`config.mk`:
```
export PLATFORM = sky130hd
export DESIGN_NAME = bmb_count_array
export DESIGN_NICKNAME = d
export VERILOG_FILES = /design/src/block_motion_bitmap_macros.svh /design/src/bmb_pkg.sv /design/src/bmb_count_array.sv
export SDC_FILE = /design/constraint.sdc
export NUM_CORES = 2
export LEC_CHECK = 0
export BUFFER_PORTS_ARGS = -buffer_cell sky130_fd_sc_hd__buf_2
export CAP_MARGIN = 5
export CORE_UTILIZATION = 55
export DETAILED_ROUTE_END_ITERATION = 7
export PLACE_DENSITY = 0.7
export SYNTH_ARGS = -nofsm -noshare
export SYNTH_HDL_FRONTEND = slang
export SYNTH_SLANG_ARGS = --single-unit
```
`constraint.sdc`:
```
create_clock -name clock -period 8.41 [get_ports clock]
set_input_delay 1.682 -clock clock [delete_from_list [all_inputs] [get_ports clock]]
set_output_delay 1.682 -clock clock [all_outputs]
set_load 0.005 [all_outputs]
```
`src/block_motion_bitmap_macros.svh`:
```
// Assertion macros used by the block motion bitmap top level.
`ifndef BLOCK_MOTION_BITMAP_MACROS_SVH
`define BLOCK_MOTION_BITMAP_MACROS_SVH

// Same-cycle implication, checked at the rising clock edge outside reset.
`define BMB_ASSERT_SAME(label, clk, rst, cond, prop) \
   label: assert property (@(posedge clk) disable iff (rst) (cond) |-> (prop)) \
      else $error("block_motion_bitmap: same-cycle check failed");

// Next-cycle implication, checked at the rising clock edge outside reset.
`define BMB_ASSERT_NEXT(label, clk, rst, cond, prop) \
   label: assert property (@(posedge clk) disable iff (rst) (cond) |=> (prop)) \
      else $error("block_motion_bitmap: next-cycle check failed");

`endif

```
`src/bmb_pkg.sv`:
```
`default_nettype none
package bmb_pkg;

   localparam int MAX_DIVISIONS = 8;
   localparam int MAX_FRAME_DIM = 2048;
   localparam int NUM_SECTIONS  = MAX_DIVISIONS * MAX_DIVISIONS;
   localparam int SEC_IDX_W     = $clog2(NUM_SECTIONS);
   localparam int SEC_POS_W     = $clog2(MAX_DIVISIONS);
   localparam int POS_W         = $clog2(MAX_FRAME_DIM);
   localparam int DIM_W         = 12;
   localparam int DIV_W         = 4;
   localparam int COUNT_W       = 23;
   localparam int MIN_COUNT_W   = 22;
   localparam int PIXEL_W       = 8;
   localparam int CSR_INDEX_W   = 3;
   localparam int CSR_DATA_W    = 22;

   localparam logic [COUNT_W-1:0] COUNT_MAX = {COUNT_W{1'b1}};

   // Register indexes of the configuration port.
   localparam logic [CSR_INDEX_W-1:0] CSR_FRAME_COLS     = 3'd0;
   localparam logic [CSR_INDEX_W-1:0] CSR_FRAME_ROWS     = 3'd1;
   localparam logic [CSR_INDEX_W-1:0] CSR_GRID_DIVISIONS = 3'd2;
   localparam logic [CSR_INDEX_W-1:0] CSR_SECTION_ROWS   = 3'd3;
   localparam logic [CSR_INDEX_W-1:0] CSR_SECTION_COLS   = 3'd4;
   localparam logic [CSR_INDEX_W-1:0] CSR_MIN_CHANGED    = 3'd5;
   localparam logic [CSR_INDEX_W-1:0] CSR_DIFF_THRESHOLD = 3'd6;

   // Register values after reset.
   localparam logic [DIM_W-1:0]       RST_FRAME_COLS     = 12'd320;
   localparam logic [DIM_W-1:0]       RST_FRAME_ROWS     = 12'd180;
   localparam logic [DIV_W-1:0]       RST_GRID_DIVISIONS = 4'd8;
   localparam logic [DIM_W-1:0]       RST_SECTION_ROWS   = 12'd23;
   localparam logic [DIM_W-1:0]       RST_SECTION_COLS   = 12'd41;
   localparam logic [MIN_COUNT_W-1:0] RST_MIN_CHANGED    = 22'd450;
   localparam logic [PIXEL_W-1:0]     RST_DIFF_THRESHOLD = 8'd10;

   // One classified pixel, handed from the position tracker to the counters.
   typedef struct packed {
      logic                 counted;
      logic [SEC_IDX_W-1:0] idx;
      logic                 last;
   } pix_type;

   // Divisions limited to the largest grid the counters cover.
   function automatic logic [DIV_W-1:0] eff_divisions(input logic [DIV_W-1:0] d);
      if (d > DIV_W'(MAX_DIVISIONS)) begin
         return DIV_W'(MAX_DIVISIONS);
      end
      return d;
   endfunction

   // One bit for every section index below divisions squared.
   function automatic logic [NUM_SECTIONS-1:0] section_mask(input logic [DIV_W-1:0] d);
      logic [2*DIV_W-1:0]      area;
      logic [NUM_SECTIONS-1:0] m;
      area = d * d;
      for (int i = 0; i < NUM_SECTIONS; i++) begin
         m[i] = (2*DIV_W)'(i) < area;
      end
      return m;
   endfunction

endpackage
`default_nettype wire

```
`src/bmb_count_array.sv`:
```
`default_nettype none
module bmb_count_array (
   input  wire                                 clock,
   input  wire                                 reset,
   input  wire                                 step,
   input  wire bmb_pkg::pix_type               pix,
   input  wire [bmb_pkg::MIN_COUNT_W-1:0]      min_count,
   input  wire [bmb_pkg::NUM_SECTIONS-1:0]     mask,
   output logic [bmb_pkg::NUM_SECTIONS-1:0]    bits
);
   import bmb_pkg::*;

   logic [COUNT_W-1:0] cnt_ff [NUM_SECTIONS];
   logic [COUNT_W-1:0] cnt_in [NUM_SECTIONS];
   logic [COUNT_W-1:0] after  [NUM_SECTIONS];

   // Each section counter is its own cell; the bitmap looks at the counts
   // including the pixel that ends the frame.
   always_comb begin
      for (int i = 0; i < NUM_SECTIONS; i++) begin
         after[i] = cnt_ff[i];
         if (step && pix.counted && (pix.idx == SEC_IDX_W'(i)) && (cnt_ff[i] != COUNT_MAX)) begin
            after[i] = cnt_ff[i] + COUNT_W'(1);
         end
         bits[i]   = mask[i] && (after[i] >= {1'b0, min_count});
         cnt_in[i] = (step && pix.last) ? '0 : after[i];
      end
   end

   always_ff @(posedge clock) begin
      for (int i = 0; i < NUM_SECTIONS; i++) begin
         if (reset) begin
            cnt_ff[i] <= '0;
         end else begin
            cnt_ff[i] <= cnt_in[i];
         end
      end
   end

endmodule
`default_nettype wire

```
Yosys cells after proc, flatten, opt, wreduce, memory -nomap -nowiden
Memory sizes are Yosys's and may differ from the RTL's.
Index checks and enable logic that the tools add are counted.
- flip-flop bits (word level): 0
- bits in latches: 0
- RAM bits: 1472
- memory bits (read-only): 0
- input bits: 97
- output and inout port bits: 64
- logic and storage cells: 710
- memories kept: 1
- add/sub/neg operators: 64
- $mul: 0
- div/mod/pow operators: 0
- $lt $le $gt $ge: 64
- eq/ne operators: 127
- shifts and indexed selects: 0
- multiplexer cells: 195
- bitwise gates (word level): 64
- reductions and logical operators: 195
- memory list (name ; depth ; bits a word ; read ports ; clocked after memory_dff ; wr ports ; RTL line ; text):
    cnt_ff ; 64 ; 23 ; 64 ; 0 ; 64 ; bmb_count_array.sv:13 ; logic [COUNT_W-1:0] cnt_ff [NUM_SECTIONS];
- operators with widths (operator ; number):
    $mux 23 ; 192
    $add 23x1->23 const B ; 64
    $ge 23x22->1 ; 64
    $ne 23x23->1 const B ; 64
    $logic_and 1x1->1 ; 194
    $eq 6x6->1 const B ; 32
    $eq 6x5->1 const B ; 16
    $or 1x1->1 ; 64
    $eq 6x4->1 const B ; 8
    $eq 6x3->1 const B ; 4
    $eq 6x2->1 const B ; 2
    $eq 6x1->1 const B ; 1
    $logic_not 6->1 ; 1
    $mux 1 ; 3

Depth between registers and ports, before layout
- word-level depth: 6
- gate-level depth with buffers: 17
- gate-level depth less buffers: 15

Worst setup path before layout
Ideal clock, no wire load.
- path kind: input port to output port
- from: in pix[2] (netlist bit)
- to: out bits[49] (netlist bit)
- arrival: 4.684 ns
- required time: 6.728 ns
- setup slack: 2.044 ns
- cell stages on the path: 15
- buffers on the path: 1
- cell sequence: buf_6 > or4b_4 > nor2_2 > a21boi_2 > nand2_1 > nor3_1 > xor2_1 > ha_1 > a21oi_1 > nor2_1 > a2111oi_0 > o21ai_0 > o2111ai_1 > a21boi_0 > o31a_1
- RTL lines (item ; RTL line ; text):
    start, declared ; bmb_count_array.sv:6 ; input wire bmb_pkg::pix_type pix,
    end, declared ; bmb_count_array.sv:9 ; output logic [bmb_pkg::NUM_SECTIONS-1:0] bits

==> key figures <==
Placement
  – I/O Buffers: 160
  – # placed instances: 13.84k
  – GPL Wtd Cong: 0.8998
  – Dpl hpwl: 198100 µm

Die
  – Die W: 428.6 µm
  – Die area: 183700 µm²
  – # rows: 156
  – Chip height: 428.6 µm
  – Total core area: 180700 µm²
  – Io pins: 161
  – Initial Util: 55.39%

Detailed routing
  – 1st-iter DRT viols: 5784
  – Post-route ant nets: 0
  – First-pass iteration count of the detailed router: 7
  – WL final: 290500 µm
  – Wire length per cell: 20.52 µm
  – Vias: 85.67k
  – Residual DRC: 0
  – Via density: 6.050

Timing
  – Final setup vio count: 0
  – Clock Skews: 0.02180 ns
  – Final hold vios: 0
  – Final worst path period share: 92.50%
  – Post-layout min period: 7.780 ns
  – Slew Limit Fails: 0
  – Hold slack: 0.5003 ns
  – Worst Tran Pin Value: 1.266 ns
  – Rel. slew slack: 15.60%
  – RSZ-0062 raised after global routing: false
  – Setup TNS Final: 0 ns
  – Fmax: 128.5 MHz

Final layout
  – Fin cells: 14.16k
  – Fin util: 60.81%
  – Top reg by flops: cnt_ff
  – Layout cell share with drive strength beyond 1: 6.273%
  – Nets@finish: 13.21k
  – Largest register FFs: 1472
  – Fillers: 15.54k
  – P&R area growth vs syn: 9.788%
  – Biggest regs: cnt_ff x1472

GRT
  – Met1 Resource Use GR: 39.06%
  – Grt total ovfl: 0
  – Pin count of the biggest net entering global routing: 239
  – Vias in the first global route: 83.73k
  – Global-route wire length before repair: 455500 µm
  – GRT Total Usage: 30.72%
  – Gr busiest metal: met2
  – Antenna violations before repair: 15
  – GR Layer Usage met3: 3.886%
  – Met2 usage: 51.72%

Synthesis
  – Synth top area share: 29.44%
  – Sequential element share of the synthesized area: 29.44%
  – Synth cell types: 103
  – Ys async rst share: 0%
  – Synth warn: 0
  – Predominant post-synthesis flop cell: dfxtp_1
  – Commonest cells post-synth: dfxtp_1 (1472), ha_1 (1472), and2_1 (1406), xnor2_1 (876), nand2_1 (776)
  – EDFF count, synth: 0
  – Post-Syn Area: 100100 µm²
  – Mapped Nets: 13.01k
  – Syn_area_per_cell: 8.751 µm²
  – Largest area contributor in the netlist: dfxtp_1
  – Largest cells by area after synthesis: dfxtp_1 (29%), ha_1 (18%), and2_1 (8.8%), xnor2_1 (7.7%), xor2_1 (3.9%)
  – Synth Instances: 11.44k
  – FF+latch count, synth: 1472

Job
  – Max cap viols: 0

Setup path
  – Critical Path Fanout Max: 19
  – Crit-path max cell delay: 0.77 ns
  – CP Class: input port to output port
  – Bufs and invs on worst path: 3
  – Crit path depth: 15
  – Critical path's slowest cell: and4b_1
  – Worst setup EP type: output port
  – R2R depth: 7
  – Setup crit start kind: input port
  – Top Family by Delay on Critical Path: simple AND/OR/NAND/NOR gates
  – Crit path cell chain: buf_2 > buf_4 > and4b_1 > nand2_1 > a2111o_1 > or3_1 > xnor2_1 > ha_1 > nand4_1 > or3_1 > a211o_1 > nand3_1 > nand4_1 > a31oi_1 > buf_2
  – CP required: 6.73 ns
  – Worst Path Arrival: 6.10 ns

Worst hold path
  – Hold Crit Class: flop to flop
  – Hold depth: 2

Clocking
  – TritonCTS buffer count: 168
  – Clk sink count: 1472
  – CTS tree: done
  – CTS H-tree depth: 4
  – Clock transition at path regs: 0.06 ns
  – Setup Buffers After CTS: 0
  – Resize count post-CTS: 0
  – CTS Buffer Depth: 3
  – Worst-Skew Late Latency: 0.83 ns
  – # hold bufs at CTS: 0
  – CTS Root Cell: clkbuf_16

Run status
  – Status: completed

Power and ir drop
  – Worst VDD drop: 0.1499 mV
  – Leak pwr: 48.81 nW
  – Pwr dens: 144.1 nW/µm²
  – Total Power: 15.83 mW
## metrics by stage
stage	setup WS, ns	cell area, µm²
floorplan	2.044	100100
global placement	0.7662	104000
detailed placement	0.6911	104000
CTS	0.6718	109900
global route	0.4175	109900
finish	0.6304	109900
## cell families after synthesis
kind of cell | after synthesis | share of synthesized area [%]
fa+ha+maj | 1472 | 18.40
buf+inv | 449 | 1.776
simple gates | 5279 | 29.19
xor+xnor | 1326 | 11.60
mux | 53 | 0.5949
flops | 1472 | 29.44
compound gates | 1388 | 9.002
## cells in the final DEF (no fill, tap or decap), types with 17 or more instances in the layout
cell       netlist  layout
a2111oi_0       28      28
a211oi_1        66      66
a21o_1         222     221
a21oi_1        386     385
a31oi_1         75      75
a41oi_1         29      29
and2_1        1406    1406
and3_1         254     254
and4_1         178     178
buf_2           20     159
buf_4            2      89
bufinv_16        0      21
clkbuf_1       194      22
clkbuf_16        0     169
clkbuf_8         0      38
clkinv_2         0      34
dfxtp_1       1472    1472
ha_1          1472    1472
inv_1          221     200
inv_6            0      27
mux2_2          51      51
nand2_1        776     776
nand2b_1        50      50
nand3_1        611     611
nand4_1        585     585
nor2_1         741     741
nor2b_1         85      85
nor3_1         265     265
nor3b_1         18      18
nor4_1         107     107
o211ai_1        44      44
o21a_1          68      68
o21ai_0        281     281
o31a_1          17      17
o31ai_1         24      24
or2_2           25      25
or3_1           35      35
or4_1           24      24
xnor2_1        876     876
xor2_1         450     450
## final timing paths
check	slack, ns	startpoint	endpoint
setup / recovery	0.63	pix[1]	bits[27]
hold / removal	0.50	cnt_ff[1][206]	cnt_ff[1][206]
setup reg to reg	5.65	cnt_ff[0][629]	cnt_ff[0][640]
hold reg to reg	0.50	cnt_ff[1][206]	cnt_ff[1][206]
## layer usage
metal	vias to the layer above	wire, µm
li1	41558	-
met1	41076	126100
met2	2369	134500
met3	667	16240
met4	2	13680
met5	-	13
## tightest hold or removal path: cells and delay by family (launching register included)
| kind | cells | cell delay (ns) |
|---|---|---|
| flops | 1 | 0.32 |
| compound gates | 1 | 0.06 |
| simple gates | 1 | 0.09 |
## final cells by class
| type | count | area [µm²] | area share [%] |
|---|---|---|---|
| Inverter | 221 | 934.6 | 0.8504 |
| Timing Repair Buffer | 261 | 1715 | 1.561 |
| Antenna cell | 10 | 25.02 | 0.02277 |
| Clock buffer | 229 | 4835 | 4.399 |
| Clock inverter | 79 | 1077 | 0.9802 |
| Tap cell | 2370 | 2965 | 2.698 |
| Sequential cell | 1472 | 29470 | 26.81 |
| Multi-Input combinational cell | 9518 | 68880 | 62.68 |
## power breakdown
part	internal [mW]	switching [mW]	total [mW]
Sequential	6.97	0.000950	6.97
Combinational	0.254	0.729	0.983
Clock	4.69	3.19	7.88
Total	11.9	3.92	15.8
Note: power is estimated with default switching activity, not from simulation.
