$ cat src/block_motion_bitmap_macros.svh
// Assertion macros used by the block motion bitmap top level.
`ifndef BLOCK_MOTION_BITMAP_MACROS_SVH
`define BLOCK_MOTION_BITMAP_MACROS_SVH

// Same-cycle implication, checked at the rising clock edge outside reset.
`define BMB_ASSERT_SAME(label, clk, rst, cond, prop) \
   label: assert property (@(posedge clk) disable iff (rst) (cond) |-> (prop)) \
      else $error("block_motion_bitmap: same-cycle check failed");

// Next-cycle implication, checked at the rising clock edge outside reset.
`define BMB_ASSERT_NEXT(label, clk, rst, cond, prop) \
   label: assert property (@(posedge clk) disable iff (rst) (cond) |=> (prop)) \
      else $error("block_motion_bitmap: next-cycle check failed");

`endif

$ cat src/bmb_pkg.sv
`default_nettype none
package bmb_pkg;

   localparam int MAX_DIVISIONS = 8;
   localparam int MAX_FRAME_DIM = 2048;
   localparam int NUM_SECTIONS  = MAX_DIVISIONS * MAX_DIVISIONS;
   localparam int SEC_IDX_W     = $clog2(NUM_SECTIONS);
   localparam int SEC_POS_W     = $clog2(MAX_DIVISIONS);
   localparam int POS_W         = $clog2(MAX_FRAME_DIM);
   localparam int DIM_W         = 12;
   localparam int DIV_W         = 4;
   localparam int COUNT_W       = 23;
   localparam int MIN_COUNT_W   = 22;
   localparam int PIXEL_W       = 8;
   localparam int CSR_INDEX_W   = 3;
   localparam int CSR_DATA_W    = 22;

   localparam logic [COUNT_W-1:0] COUNT_MAX = {COUNT_W{1'b1}};

   // Register indexes of the configuration port.
   localparam logic [CSR_INDEX_W-1:0] CSR_FRAME_COLS     = 3'd0;
   localparam logic [CSR_INDEX_W-1:0] CSR_FRAME_ROWS     = 3'd1;
   localparam logic [CSR_INDEX_W-1:0] CSR_GRID_DIVISIONS = 3'd2;
   localparam logic [CSR_INDEX_W-1:0] CSR_SECTION_ROWS   = 3'd3;
   localparam logic [CSR_INDEX_W-1:0] CSR_SECTION_COLS   = 3'd4;
   localparam logic [CSR_INDEX_W-1:0] CSR_MIN_CHANGED    = 3'd5;
   localparam logic [CSR_INDEX_W-1:0] CSR_DIFF_THRESHOLD = 3'd6;

   // Register values after reset.
   localparam logic [DIM_W-1:0]       RST_FRAME_COLS     = 12'd320;
   localparam logic [DIM_W-1:0]       RST_FRAME_ROWS     = 12'd180;
   localparam logic [DIV_W-1:0]       RST_GRID_DIVISIONS = 4'd8;
   localparam logic [DIM_W-1:0]       RST_SECTION_ROWS   = 12'd23;
   localparam logic [DIM_W-1:0]       RST_SECTION_COLS   = 12'd41;
   localparam logic [MIN_COUNT_W-1:0] RST_MIN_CHANGED    = 22'd450;
   localparam logic [PIXEL_W-1:0]     RST_DIFF_THRESHOLD = 8'd10;

   // One classified pixel, handed from the position tracker to the counters.
   typedef struct packed {
      logic                 counted;
      logic [SEC_IDX_W-1:0] idx;
      logic                 last;
   } pix_type;

   // Divisions limited to the largest grid the counters cover.
   function automatic logic [DIV_W-1:0] eff_divisions(input logic [DIV_W-1:0] d);
      if (d > DIV_W'(MAX_DIVISIONS)) begin
         return DIV_W'(MAX_DIVISIONS);
      end
      return d;
   endfunction

   // One bit for every section index below divisions squared.
   function automatic logic [NUM_SECTIONS-1:0] section_mask(input logic [DIV_W-1:0] d);
      logic [2*DIV_W-1:0]      area;
      logic [NUM_SECTIONS-1:0] m;
      area = d * d;
      for (int i = 0; i < NUM_SECTIONS; i++) begin
         m[i] = (2*DIV_W)'(i) < area;
      end
      return m;
   endfunction

endpackage
`default_nettype wire

$ cat src/bmb_pos_track.sv
`default_nettype none
module bmb_pos_track (
   input  wire                               clock,
   input  wire                               reset,
   input  wire                               accept,
   input  wire                               advance,
   input  wire [bmb_pkg::PIXEL_W-1:0]        prev_pixel,
   input  wire [bmb_pkg::PIXEL_W-1:0]        curr_pixel,
   input  wire [bmb_pkg::DIM_W-1:0]          frame_cols,
   input  wire [bmb_pkg::DIM_W-1:0]          frame_rows,
   input  wire [bmb_pkg::DIV_W-1:0]          divisions,
   input  wire [bmb_pkg::DIM_W-1:0]          section_rows,
   input  wire [bmb_pkg::DIM_W-1:0]          section_cols,
   input  wire [bmb_pkg::PIXEL_W-1:0]        diff_threshold,
   output logic                              stage_valid,
   output bmb_pkg::pix_type                  stage_pix
);
   import bmb_pkg::*;

   logic [POS_W-1:0]     pixel_col_ff, pixel_col_in;
   logic [POS_W-1:0]     pixel_row_ff, pixel_row_in;
   logic [DIM_W-1:0]     col_in_sec_ff, col_in_sec_in;
   logic [DIM_W-1:0]     row_in_sec_ff, row_in_sec_in;
   logic [SEC_POS_W-1:0] sec_col_ff, sec_col_in;
   logic [SEC_POS_W-1:0] sec_row_ff, sec_row_in;
   logic                 stage_valid_ff, stage_valid_in;
   pix_type              stage_pix_ff, stage_pix_in;

   logic [DIM_W-1:0]     cols, rows, scols, srows;
   logic [PIXEL_W-1:0]   diff;
   logic [2*SEC_POS_W-1:0] row_base;
   logic                 row_end, frame_end;

   always_comb begin
      cols = (frame_cols == '0) ? DIM_W'(1) :
             (frame_cols > DIM_W'(MAX_FRAME_DIM)) ? DIM_W'(MAX_FRAME_DIM) : frame_cols;
      rows = (frame_rows == '0) ? DIM_W'(1) :
             (frame_rows > DIM_W'(MAX_FRAME_DIM)) ? DIM_W'(MAX_FRAME_DIM) : frame_rows;
      scols = (section_cols == '0) ? DIM_W'(1) : section_cols;
      srows = (section_rows == '0) ? DIM_W'(1) : section_rows;

      diff = (prev_pixel > curr_pixel) ? prev_pixel - curr_pixel : curr_pixel - prev_pixel;
      row_base = sec_row_ff * divisions[SEC_POS_W-1:0];
      if (divisions == DIV_W'(MAX_DIVISIONS)) begin
         row_base = {sec_row_ff, {SEC_POS_W{1'b0}}};
      end

      row_end   = ({1'b0, pixel_col_ff} + DIM_W'(1)) >= cols;
      frame_end = row_end && (({1'b0, pixel_row_ff} + DIM_W'(1)) >= rows);

      stage_pix_in.counted = (diff > diff_threshold)
                             && ({1'b0, sec_row_ff} < divisions)
                             && ({1'b0, sec_col_ff} < divisions);
      stage_pix_in.idx     = SEC_IDX_W'(row_base + {{SEC_POS_W{1'b0}}, sec_col_ff});
      stage_pix_in.last    = frame_end;

      pixel_col_in  = pixel_col_ff;
      pixel_row_in  = pixel_row_ff;
      col_in_sec_in = col_in_sec_ff;
      row_in_sec_in = row_in_sec_ff;
      sec_col_in    = sec_col_ff;
      sec_row_in    = sec_row_ff;
      if (accept) begin
         if (frame_end) begin
            pixel_col_in  = '0;
            pixel_row_in  = '0;
            col_in_sec_in = '0;
            row_in_sec_in = '0;
            sec_col_in    = '0;
            sec_row_in    = '0;
         end else if (row_end) begin
            pixel_col_in  = '0;
            col_in_sec_in = '0;
            sec_col_in    = '0;
            pixel_row_in  = pixel_row_ff + POS_W'(1);
            if (({1'b0, row_in_sec_ff} + (DIM_W+1)'(1)) >= {1'b0, srows}) begin
               row_in_sec_in = '0;
               if (sec_row_ff != SEC_POS_W'(MAX_DIVISIONS - 1)) begin
                  sec_row_in = sec_row_ff + SEC_POS_W'(1);
               end
            end else begin
               row_in_sec_in = row_in_sec_ff + DIM_W'(1);
            end
         end else begin
            pixel_col_in = pixel_col_ff + POS_W'(1);
            if (({1'b0, col_in_sec_ff} + (DIM_W+1)'(1)) >= {1'b0, scols}) begin
               col_in_sec_in = '0;
               if (sec_col_ff != SEC_POS_W'(MAX_DIVISIONS - 1)) begin
                  sec_col_in = sec_col_ff + SEC_POS_W'(1);
               end
            end else begin
               col_in_sec_in = col_in_sec_ff + DIM_W'(1);
            end
         end
      end

      stage_valid_in = advance ? accept : stage_valid_ff;
   end

   always_ff @(posedge clock) begin
      if (reset) begin
         pixel_col_ff   <= '0;
         pixel_row_ff   <= '0;
         col_in_sec_ff  <= '0;
         row_in_sec_ff  <= '0;
         sec_col_ff     <= '0;
         sec_row_ff     <= '0;
         stage_valid_ff <= 1'b0;
      end else begin
         pixel_col_ff   <= pixel_col_in;
         pixel_row_ff   <= pixel_row_in;
         col_in_sec_ff  <= col_in_sec_in;
         row_in_sec_ff  <= row_in_sec_in;
         sec_col_ff     <= sec_col_in;
         sec_row_ff     <= sec_row_in;
         stage_valid_ff <= stage_valid_in;
      end
   end

   always_ff @(posedge clock) begin
      if (advance) begin
         stage_pix_ff <= stage_pix_in;
      end
   end

   assign stage_valid = stage_valid_ff;
   assign stage_pix   = stage_pix_ff;

endmodule
`default_nettype wire

$ cat config.mk
export PLATFORM = sky130hd
export DESIGN_NAME = bmb_pos_track
export DESIGN_NICKNAME = d
export VERILOG_FILES = /design/src/block_motion_bitmap_macros.svh /design/src/bmb_pkg.sv /design/src/bmb_pos_track.sv
export SDC_FILE = /design/constraint.sdc
export NUM_CORES = 1
export LEC_CHECK = 0
export BUFFER_PORTS_ARGS = -buffer_cell sky130_fd_sc_hd__buf_2
export CAP_MARGIN = 10
export CORE_MARGIN = 4
export CORE_UTILIZATION = 55
export CTS_BUF_LIST = sky130_fd_sc_hd__clkbuf_16
export CTS_CLUSTER_DIAMETER = 80
export CTS_CLUSTER_SIZE = 24
export DETAILED_ROUTE_END_ITERATION = 7
export PLACE_DENSITY = 0.74
export SYNTH_ARGS = -nofsm -noshare
export SYNTH_HDL_FRONTEND = slang
export SYNTH_SLANG_ARGS = --single-unit
$ cat constraint.sdc
create_clock -name clock -period 3.9 [get_ports clock]
set_input_delay 0.78 -clock clock [delete_from_list [all_inputs] [get_ports clock]]
set_output_delay 0.78 -clock clock [all_outputs]
set_load 0.1 [all_outputs]
Word level (Yosys, flattened, before mapping)
Cells that the tools add are included.
W data, S select, Z words.

operators by class
  add/sub/neg operators = 13
  $mul = 1
  divide/modulo/power cells = 0
  order comparisons = 10
  equality and inequality tests = 3
  shift operators = 0
  mux-type cells = 26
  bitwise logic cells = 0
  reductions and logical operators = 15

operators by type and width
  cell                     number
  $mux W12                 12
  $logic_not A12 Y1        4
  $mux W11                 4
  $add A12 B1 Y13 const B  2
  $ge A13 B12 Y1           2
  $add A11 B1 Y12 const B  2
  $add A12 B1 Y12 const B  2
  $ge A12 B12 Y1           2
  $gt A12 B12 Y1 const B   2
  $mux W3                  8
  $add A11 B1 Y11 const B  2
  $gt A8 B8 Y1             2
  $sub A8 B8 Y8            2
  $lt A3 B4 Y1             2
  $mux W8                  1
  $add A3 B1 Y3 const B    2
  $add A6 B3 Y6            1
  $mul A3 B3 Y6            1
  $mux W6                  1
  $ne A3 B3 Y1 const B     2
  $reduce_bool A2 Y1       3
  $reduce_bool A3 Y1       2
  $eq A4 B4 Y1 const B     1
  $reduce_and A4 Y1        1
  3 further kinds          5

storage, ports and cells
  bits in registers = 61
  bits in latches = 0
  RAM bits = 0
  bits in read-only memories = 0
  input port bits = 80
  output and inout bits = 9
  logic and storage cells = 78
  memories kept = 0

Depth between registers and ports, before layout
Gate-level depths: netlist (run 1).

  word-level depth = 7
  gate-level depth with buffers = 15
  depth with buffers taken out = 15

Worst setup path after synthesis (run 1)
No wires, ideal clock.

  kind = input to register
  start = input port prev_pixel[5] (netlist name)
  end = register stage_pix_ff, in the netlist stage_pix[7], data pin
  library setup time = 259 ps
  arrival time = 3409 ps
  data required time = 3641 ps
  setup slack = 232 ps
  cell stages on the path = 14
  path through = inv_1 ha_1 buf_4 a211oi_2 o21bai_2 o21ai_4 mux2_2 ha_1 nor2b_1 o21a_1 o21a_1 o21ai_0 a21oi_1 o31a_1

RTL lines
  element               line                  source
  from (decl)           bmb_pos_track.sv:7    input wire [bmb_pkg::PIXEL_W-1:0] prev_pixel,
  to (signal assigned)  bmb_pos_track.sv:122  stage_pix_ff <= stage_pix_in;
  to (decl)             bmb_pos_track.sv:27   pix_type stage_pix_ff, stage_pix_in;

==> impl_metrics.json, run 1 <==
{
  "drt_iter0_markers": 236,
  "fin_crit_ns": 3.53,
  "grt_first_pass_wirelength_um": 23800,
  "syn2layout_area_growth_pct": 14.5,
  "fmax_ghz": 0.283,
  "async_flop_share_pct": 0,
  "first_global_vias": 5432,
  "routed_wl_um": 13700,
  "die-area_mm2": 0.0125,
  "dr.pass1.iters": 5,
  "fin_util_pct": 65.2,
  "tns_ns": 0,
  "drive_above_1_share_pct": 16.3,
  "postLayoutCellArea_mm2": 0.00676,
  "dp_worst_setup_slack_ns": 0.0338,
  "post-route-period-util_pct": 90.6,
  "r2r_end": "col_in_sec_ff[5]$_SDFFE_PP0P_",
  "postCtsHoldBufs": 0,
  "synthXorXnorAreaFrac_pct": 6.83,
  "port_buffers": 88,
  "cts_buffers": 9,
  "r2r-start": "col_in_sec_ff[0]$_SDFFE_PP0P_",
  "synth_common_cells": "93 x ha_1, 79 x inv_1, 75 x nand2_1",
  "hpwlAfterDp_um": 10900,
  "worst_clock_skew_ns": 0.00895,
  "die_h_um": 112,
  "status": "finished clean",
  "critical_path.slowest_cell": "mux2_2",
  "critPathMaxStageDelay_ns": 0.37,
  "cts_buffer_depth": 2,
  "cts_setup_buffers": 0,
  "holdPathStages": 1,
  "hp-start": "row_in_sec_ff[10]$_SDFFE_PP0P_",
  "synth-simple-area-share_pct": 21.8,
  "start_util_pct": 56.9,
  "cts.reportedPaths.clkPinSlew_ns": 0.05,
  "synth_flop_cell": "dfxtp_1",
  "num_rows": 37,
  "fin_ws_ns": 0.365,
  "ys_top_cells_by_area": "ha_1 20%, dfxtp_1 18%, inv_1 5.0%, nand2_1 4.8%, xnor2_1 4.5%",
  "rsz0062_at_grt": "false",
  "setup_viol": 0,
  "worstRegToRegCells": 13,
  "p_per_area_mw_per_mm2": 275,
  "peakVddDrop_uv": 226,
  "syn_avg_cell_area_um2": 8.08,
  "yosys_warnings": 0,
  "synthAdderAreaFrac_pct": 21.4,
  "hold_viol_final": 0,
  "tightest_slew_ns": 0.668,
  "worstPathArrival_ns": 3.61,
  "crit_fanout": 7,
  "remaining_drc_errors": 0,
  "setup.worst_path.start_class": "primary input",
  "antenna_found_initial": 0,
  "grt-ovfl-total": 0,
  "synth_top_family_by_area": "simple AND/OR/NAND/NOR gates",
  "crit_required_ns": 3.98,
  "end_kind": "flip-flop",
  "num_vias": 5444,
  "viasPerCell": 5.72,
  "crit_buf_inv": 2,
  "synth-seq-cells": 61,
  "dp_cells": 935,
  "ant_nets": 0,
  "grt_start_max_net_pins": 31,
  "critPathTopFamily": "compound AO/OA/AOI/OAI gates",
  "cts_sinks": 61,
  "ys_types": 67,
  "drv_cap": 0,
  "nNetsFinal": 988,
  "netlist_area_mm2": 0.00590,
  "synth_edf_count": 8,
  "rrSetupSlack_ns": 0.41,
  "maxSlewViolCount": 0,
  "root_buffer": "clkbuf_16",
  "cts_tree": "built",
  "postCtsResizedCells": 0,
  "gp_congestion": 0.864,
  "cp_cell_sequence": "buf_2 > inv_1 > ha_1 > o21ai_0 > o21bai_2 > o21ai_4 > mux2_2 > ha_1 > nor2b_1 > o21a_1 > o21a_1 > o21ai_0 > a21oi_1 > o31a_1",
  "hold_class": "reg -> reg",
  "clock_latency_ns": 0.33,
  "syn_inst": 730,
  "crit_type": "in -> reg",
  "fillCellCount": 921,
  "wl_per_cell_um": 14.4,
  "core_mm2": 0.0104,
  "grtUsageTotal_pct": 22.1,
  "syn_nets": 908,
  "ioPinCount": 89,
  "instances_no_fill": 951,
  "synth_compound_area_share_pct": 18.7,
  "yosysMostFrequentCell": "ha_1",
  "placed_cell_area_mm2": 0.00645,
  "relSlewSlack_pct": 55.4,
  "fp.dieW_um": 112,
  "htreeDepth": 3,
  "yosysTopAreaCell": "ha_1",
  "ys_seq_area_share_pct": 22.0,
  "min_to": "row_in_sec_ff[10]$_SDFFE_PP0P_",
  "num_antenna_cells": 0,
  "power.leakage_nw": 3.26,
  "synth_mux_area_share_pct": 1.95,
  "yosysTopAreaCellShare_pct": 19.7
}
==> worst max path at each step <==
stage,from,endpoint,cells past startpoint
after floorplan,prev_pixel[5],stage_pix[7]$_DFFE_PP_,14
after CTS,prev_pixel[6],stage_pix[7]$_DFFE_PP_,14
final,prev_pixel[6],stage_pix[7]$_DFFE_PP_,14
after global placement,prev_pixel[0],stage_pix[7]$_DFFE_PP_,16
after detailed placement,prev_pixel[0],stage_pix[7]$_DFFE_PP_,16
after global routing,col_in_sec_ff[0]$_SDFFE_PP0P_,col_in_sec_ff[5]$_SDFFE_PP0P_,12
==> through the flow <==
step	hold WS (ns)	power, mW
after floorplan	0.442	0.937
after global placement	0.464	1.04
after detailed placement	0.465	1.05
after CTS	0.487	1.87
after global routing	0.496	1.94
final	0.490	1.86
==> logic make-up (layout without fill, tap and decap cells) <==
| logic type | after synthesis | count (layout) |
|---|---|---|
| AOI/OAI and AO/OA | 158 | 158 |
| and+or+nand+nor | 249 | 249 |
| DFF | 61 | 61 |
| xor gates and xnor gates | 46 | 46 |
| adders and majority gates | 98 | 98 |
| buffers and inverters | 107 | 192 |
| muxes | 11 | 11 |
==> layer usage <==
metal	GRT usage (%)	vias up	routed length (µm)
met1	26.8	2522	6170
li1	-	2778	-
met5	0	-	0
met3	4.78	17	613
met2	39.4	127	6790
met4	5.92	0	167
==> cell type report <==
class / count / area [µm²] / share of cell area (%)
multi-input combinational: 562 / 4170 / 61.7
sequential: 61 / 1300 / 19.2
timing repair buffer: 97 / 508 / 7.51
inverter: 79 / 297 / 4.39
clock buffer: 10 / 250 / 3.70
tap: 136 / 170 / 2.52
clock inverter: 6 / 60.1 / 0.888
==> flip-flops by register name, summed over array words and instances, names as in the netlist <==
name	flops
col_in_sec_ff	12
row_in_sec_ff	12
pixel_col_ff	11
pixel_row_ff	11
stage_pix	8
sec_col_ff	3
sec_row_ff	3
stage_valid	1
==> cells in the final DEF (no fill, tap or decap), types with 11 or more instances in the layout <==
| cell type | instances |
|---|---|
| ha_1 | 93 |
| buf_2 | 88 |
| inv_1 | 79 |
| nand2_1 | 75 |
| dfxtp_1 | 53 |
| a21oi_1 | 50 |
| nand3_1 | 39 |
| nor2_1 | 37 |
| xnor2_1 | 30 |
| nand4_1 | 19 |
| xor2_1 | 16 |
| o21ai_0 | 16 |
| a31oi_1 | 14 |
| and3_1 | 11 |
| nor3_1 | 11 |
==> worst register-to-register path, stage by stage, from the launching register on <==
cell	delay [ns]
dfxtp_1	0.42
ha_1	0.27
nand3_1	0.15
nor2_1	0.28
nand2_1	0.11
xnor2_1	0.27
ha_1	0.32
a211oi_2	0.19
o211ai_1	0.12
a221o_1	0.40
nor3_4	0.37
buf_4	0.21
a41oi_1	0.13
o22ai_1	0.16
==> power by group <==
group	internal (mW)	switching [mW]	leakage [nW]
registers	0.648	0.00939	0.510
logic	0.156	0.230	2.60
clock network	0.529	0.288	0.151
total	1.33	0.528	3.26
Note: power is estimated with default switching activity, not from simulation.
==> inputs of run 2 (changes only) <==
--- a/config.mk
+++ b/config.mk
@@ -8,12 +8,12 @@
 export BUFFER_PORTS_ARGS = -buffer_cell sky130_fd_sc_hd__buf_2
 export CAP_MARGIN = 10
 export CORE_MARGIN = 4
-export CORE_UTILIZATION = 55
+export CORE_UTILIZATION = 59
 export CTS_BUF_LIST = sky130_fd_sc_hd__clkbuf_16
 export CTS_CLUSTER_DIAMETER = 80
 export CTS_CLUSTER_SIZE = 24
 export DETAILED_ROUTE_END_ITERATION = 7
-export PLACE_DENSITY = 0.74
+export PLACE_DENSITY = 0.79
 export SYNTH_ARGS = -nofsm -noshare
 export SYNTH_HDL_FRONTEND = slang
 export SYNTH_SLANG_ARGS = --single-unit
==> impl_metrics.json, run 2 (synthesis results as in run 1) <==
{
  "status": "finished clean",
  "dp_cells": 930,
  "relSlewSlack_pct": 52.6,
  "drv_cap": 0,
  "p_seq_share_pct": 37.1,
  "num_vias": 5468,
  "postCtsResizedCells": 0,
  "wl_per_cell_um": 14.0,
  "design_power_total_mw": 1.77,
  "postCtsHoldBufs": 0,
  "setup_viol": 0,
  "hold_viol_final": 0,
  "met2_usage_pct": 40.7,
  "pwr-share-clk_pct": 40.9,
  "die-area_mm2": 0.0117,
  "num_rows": 36,
  "multi_input_area_mm2": 0.00417,
  "ant_nets": 0,
  "grt_start_max_net_pins": 31,
  "crit_required_ns": 3.97,
  "hold_slack_ns": 0.491,
  "cts_sinks": 61,
  "register_area_mm2": 0.00130,
  "p_sw_mw": 0.536,
  "crit_type": "in -> reg",
  "worstPathArrival_ns": 3.73,
  "remaining_drc_errors": 0,
  "power.internal_mw": 1.23,
  "drt_iter0_markers": 287,
  "most-common-layout-cells": "93 x ha_1, 88 x buf_2, 79 x inv_1",
  "fmax_ghz": 0.273,
  "ioPinCount": 89,
  "cts_buffers": 9,
  "cts_setup_buffers": 0,
  "grtUsageMet1_pct": 29.0,
  "peakVddDrop_uv": 202,
  "htreeDepth": 3,
  "p_per_area_mw_per_mm2": 264,
  "worst_clock_skew_ns": 0.00916,
  "tightest_slew_ns": 0.710,
  "routed_wl_um": 13300,
  "fin_crit_ns": 3.66,
  "grt-ovfl-total": 0,
  "cts_buffer_depth": 2,
  "fillCellCount": 814,
  "grtUsageTotal_pct": 23.1,
  "fp.dieW_um": 108,
  "tns_ns": 0,
  "power.leakage_nw": 3.23,
  "final_common_cell": "ha_1",
  "instances_no_fill": 946,
  "num_antenna_cells": 0,
  "cts.reportedPaths.clkPinSlew_ns": 0.05,
  "reg.largest.list": "col_in_sec_ff (12), row_in_sec_ff (12)",
  "grt_busiest_layer": "met2",
  "switching_share_pct": 30.3,
  "antenna_found_initial": 0,
  "hpwlAfterDp_um": 10600,
  "cts_tree": "built",
  "grt_first_pass_wirelength_um": 22700,
  "die_h_um": 108,
  "first_global_vias": 5263,
  "dp_worst_setup_slack_ns": -0.0480,
  "clock_latency_ns": 0.33,
  "root_buffer": "clkbuf_16",
  "core_mm2": 0.00977,
  "drive_above_1_share_pct": 16.2,
  "end_kind": "flip-flop",
  "hold_class": "reg -> reg",
  "dr.pass1.iters": 5,
  "p_comb_share_pct": 21.9,
  "setup.worst_path.start_class": "primary input",
  "grtUsageMet3_pct": 4.06,
  "start_util_pct": 60.4,
  "maxSlewViolCount": 0,
  "rsz0062_at_grt": "false",
  "fin_ws_ns": 0.240,
  "port_buffers": 88,
  "nNetsFinal": 986,
  "post-route-period-util_pct": 93.9,
  "syn2layout_area_growth_pct": 13.7,
  "viasPerCell": 5.78,
  "crit_fanout": 9,
  "gp_congestion": 0.905
}
[run 2: cell types whose count changed in the layout (fill, tap and decap cells not counted)]
| cell | change |
|---|---|
| buf_4 | -2 |
| bufinv_16 | -1 |
| clkbuf_16 | -1 |
| clkinv_1 | -1 |
| clkinv_2 | -1 |
| clkinv_4 | +1 |
| clkinvlp_4 | +2 |
| inv_4 | +1 |
[run 2: final timing paths]
path	start	to	slack, ns	cells past startpoint
max	prev_pixel[0]	stage_pix[7]$_DFFE_PP_	0.24	16
min	row_in_sec_ff[10]$_SDFFE_PP0P_	row_in_sec_ff[10]$_SDFFE_PP0P_	0.49	1
max reg2reg	col_in_sec_ff[0]$_SDFFE_PP0P_	col_in_sec_ff[3]$_SDFFE_PP0P_	0.40	13
min reg2reg	row_in_sec_ff[10]$_SDFFE_PP0P_	row_in_sec_ff[10]$_SDFFE_PP0P_	0.49	1
[run 2: worst max-delay path: stages]
cell and delay, ns:
buf_2 0.11, inv_1 0.05, ha_1 0.16, inv_1 0.06, fa_1 0.38, nand3_1 0.12
a21boi_2 0.08, o21ai_4 0.31, mux2_2 0.39, ha_1 0.29, nor2b_1 0.14, o21a_1 0.17
o21a_1 0.16, o21ai_0 0.16, a21oi_1 0.09, o31a_1 0.28
[run 2: power by group through the flow]
| stage | Sequential, mW | Combinational [mW] | Clock [mW] |
|---|---|---|---|
| final | 0.657 | 0.388 | 0.724 |
| after global routing | 0.657 | 0.434 | 0.765 |
| after CTS | 0.656 | 0.388 | 0.735 |
| after detailed placement | 0.669 | 0.385 | 0 |
| after global placement | 0.669 | 0.365 | 0 |
| after floorplan | 0.709 | 0.229 | 0 |
[run 2: metrics by stage]
stage	cell area [µm²]	util, %
6_report	6710	68.6
5_1_grt	6710	68.6
4_1_cts	6710	68.6
3_5_place_dp	6430	65.8
3_3_place_gp	6430	65.8
2_1_floorplan	5900	-
[run 2: routing by layer]
layer,part of all wire (%),up-vias
li1,-,2770
met1,44,2548
met2,50,134
met3,5.1,16
met4,1.1,0
met5,0,-
[run 2: layout make-up]
type                    count  share of cell area (%)
multi-input cells         562                    62.2
well taps                 133                    2.48
clock inverters             7                   0.765
flip-flops and latches     61                    19.4
clock buffers               9                    3.36
repair buffers             95                    7.35
inverters                  79                    4.42
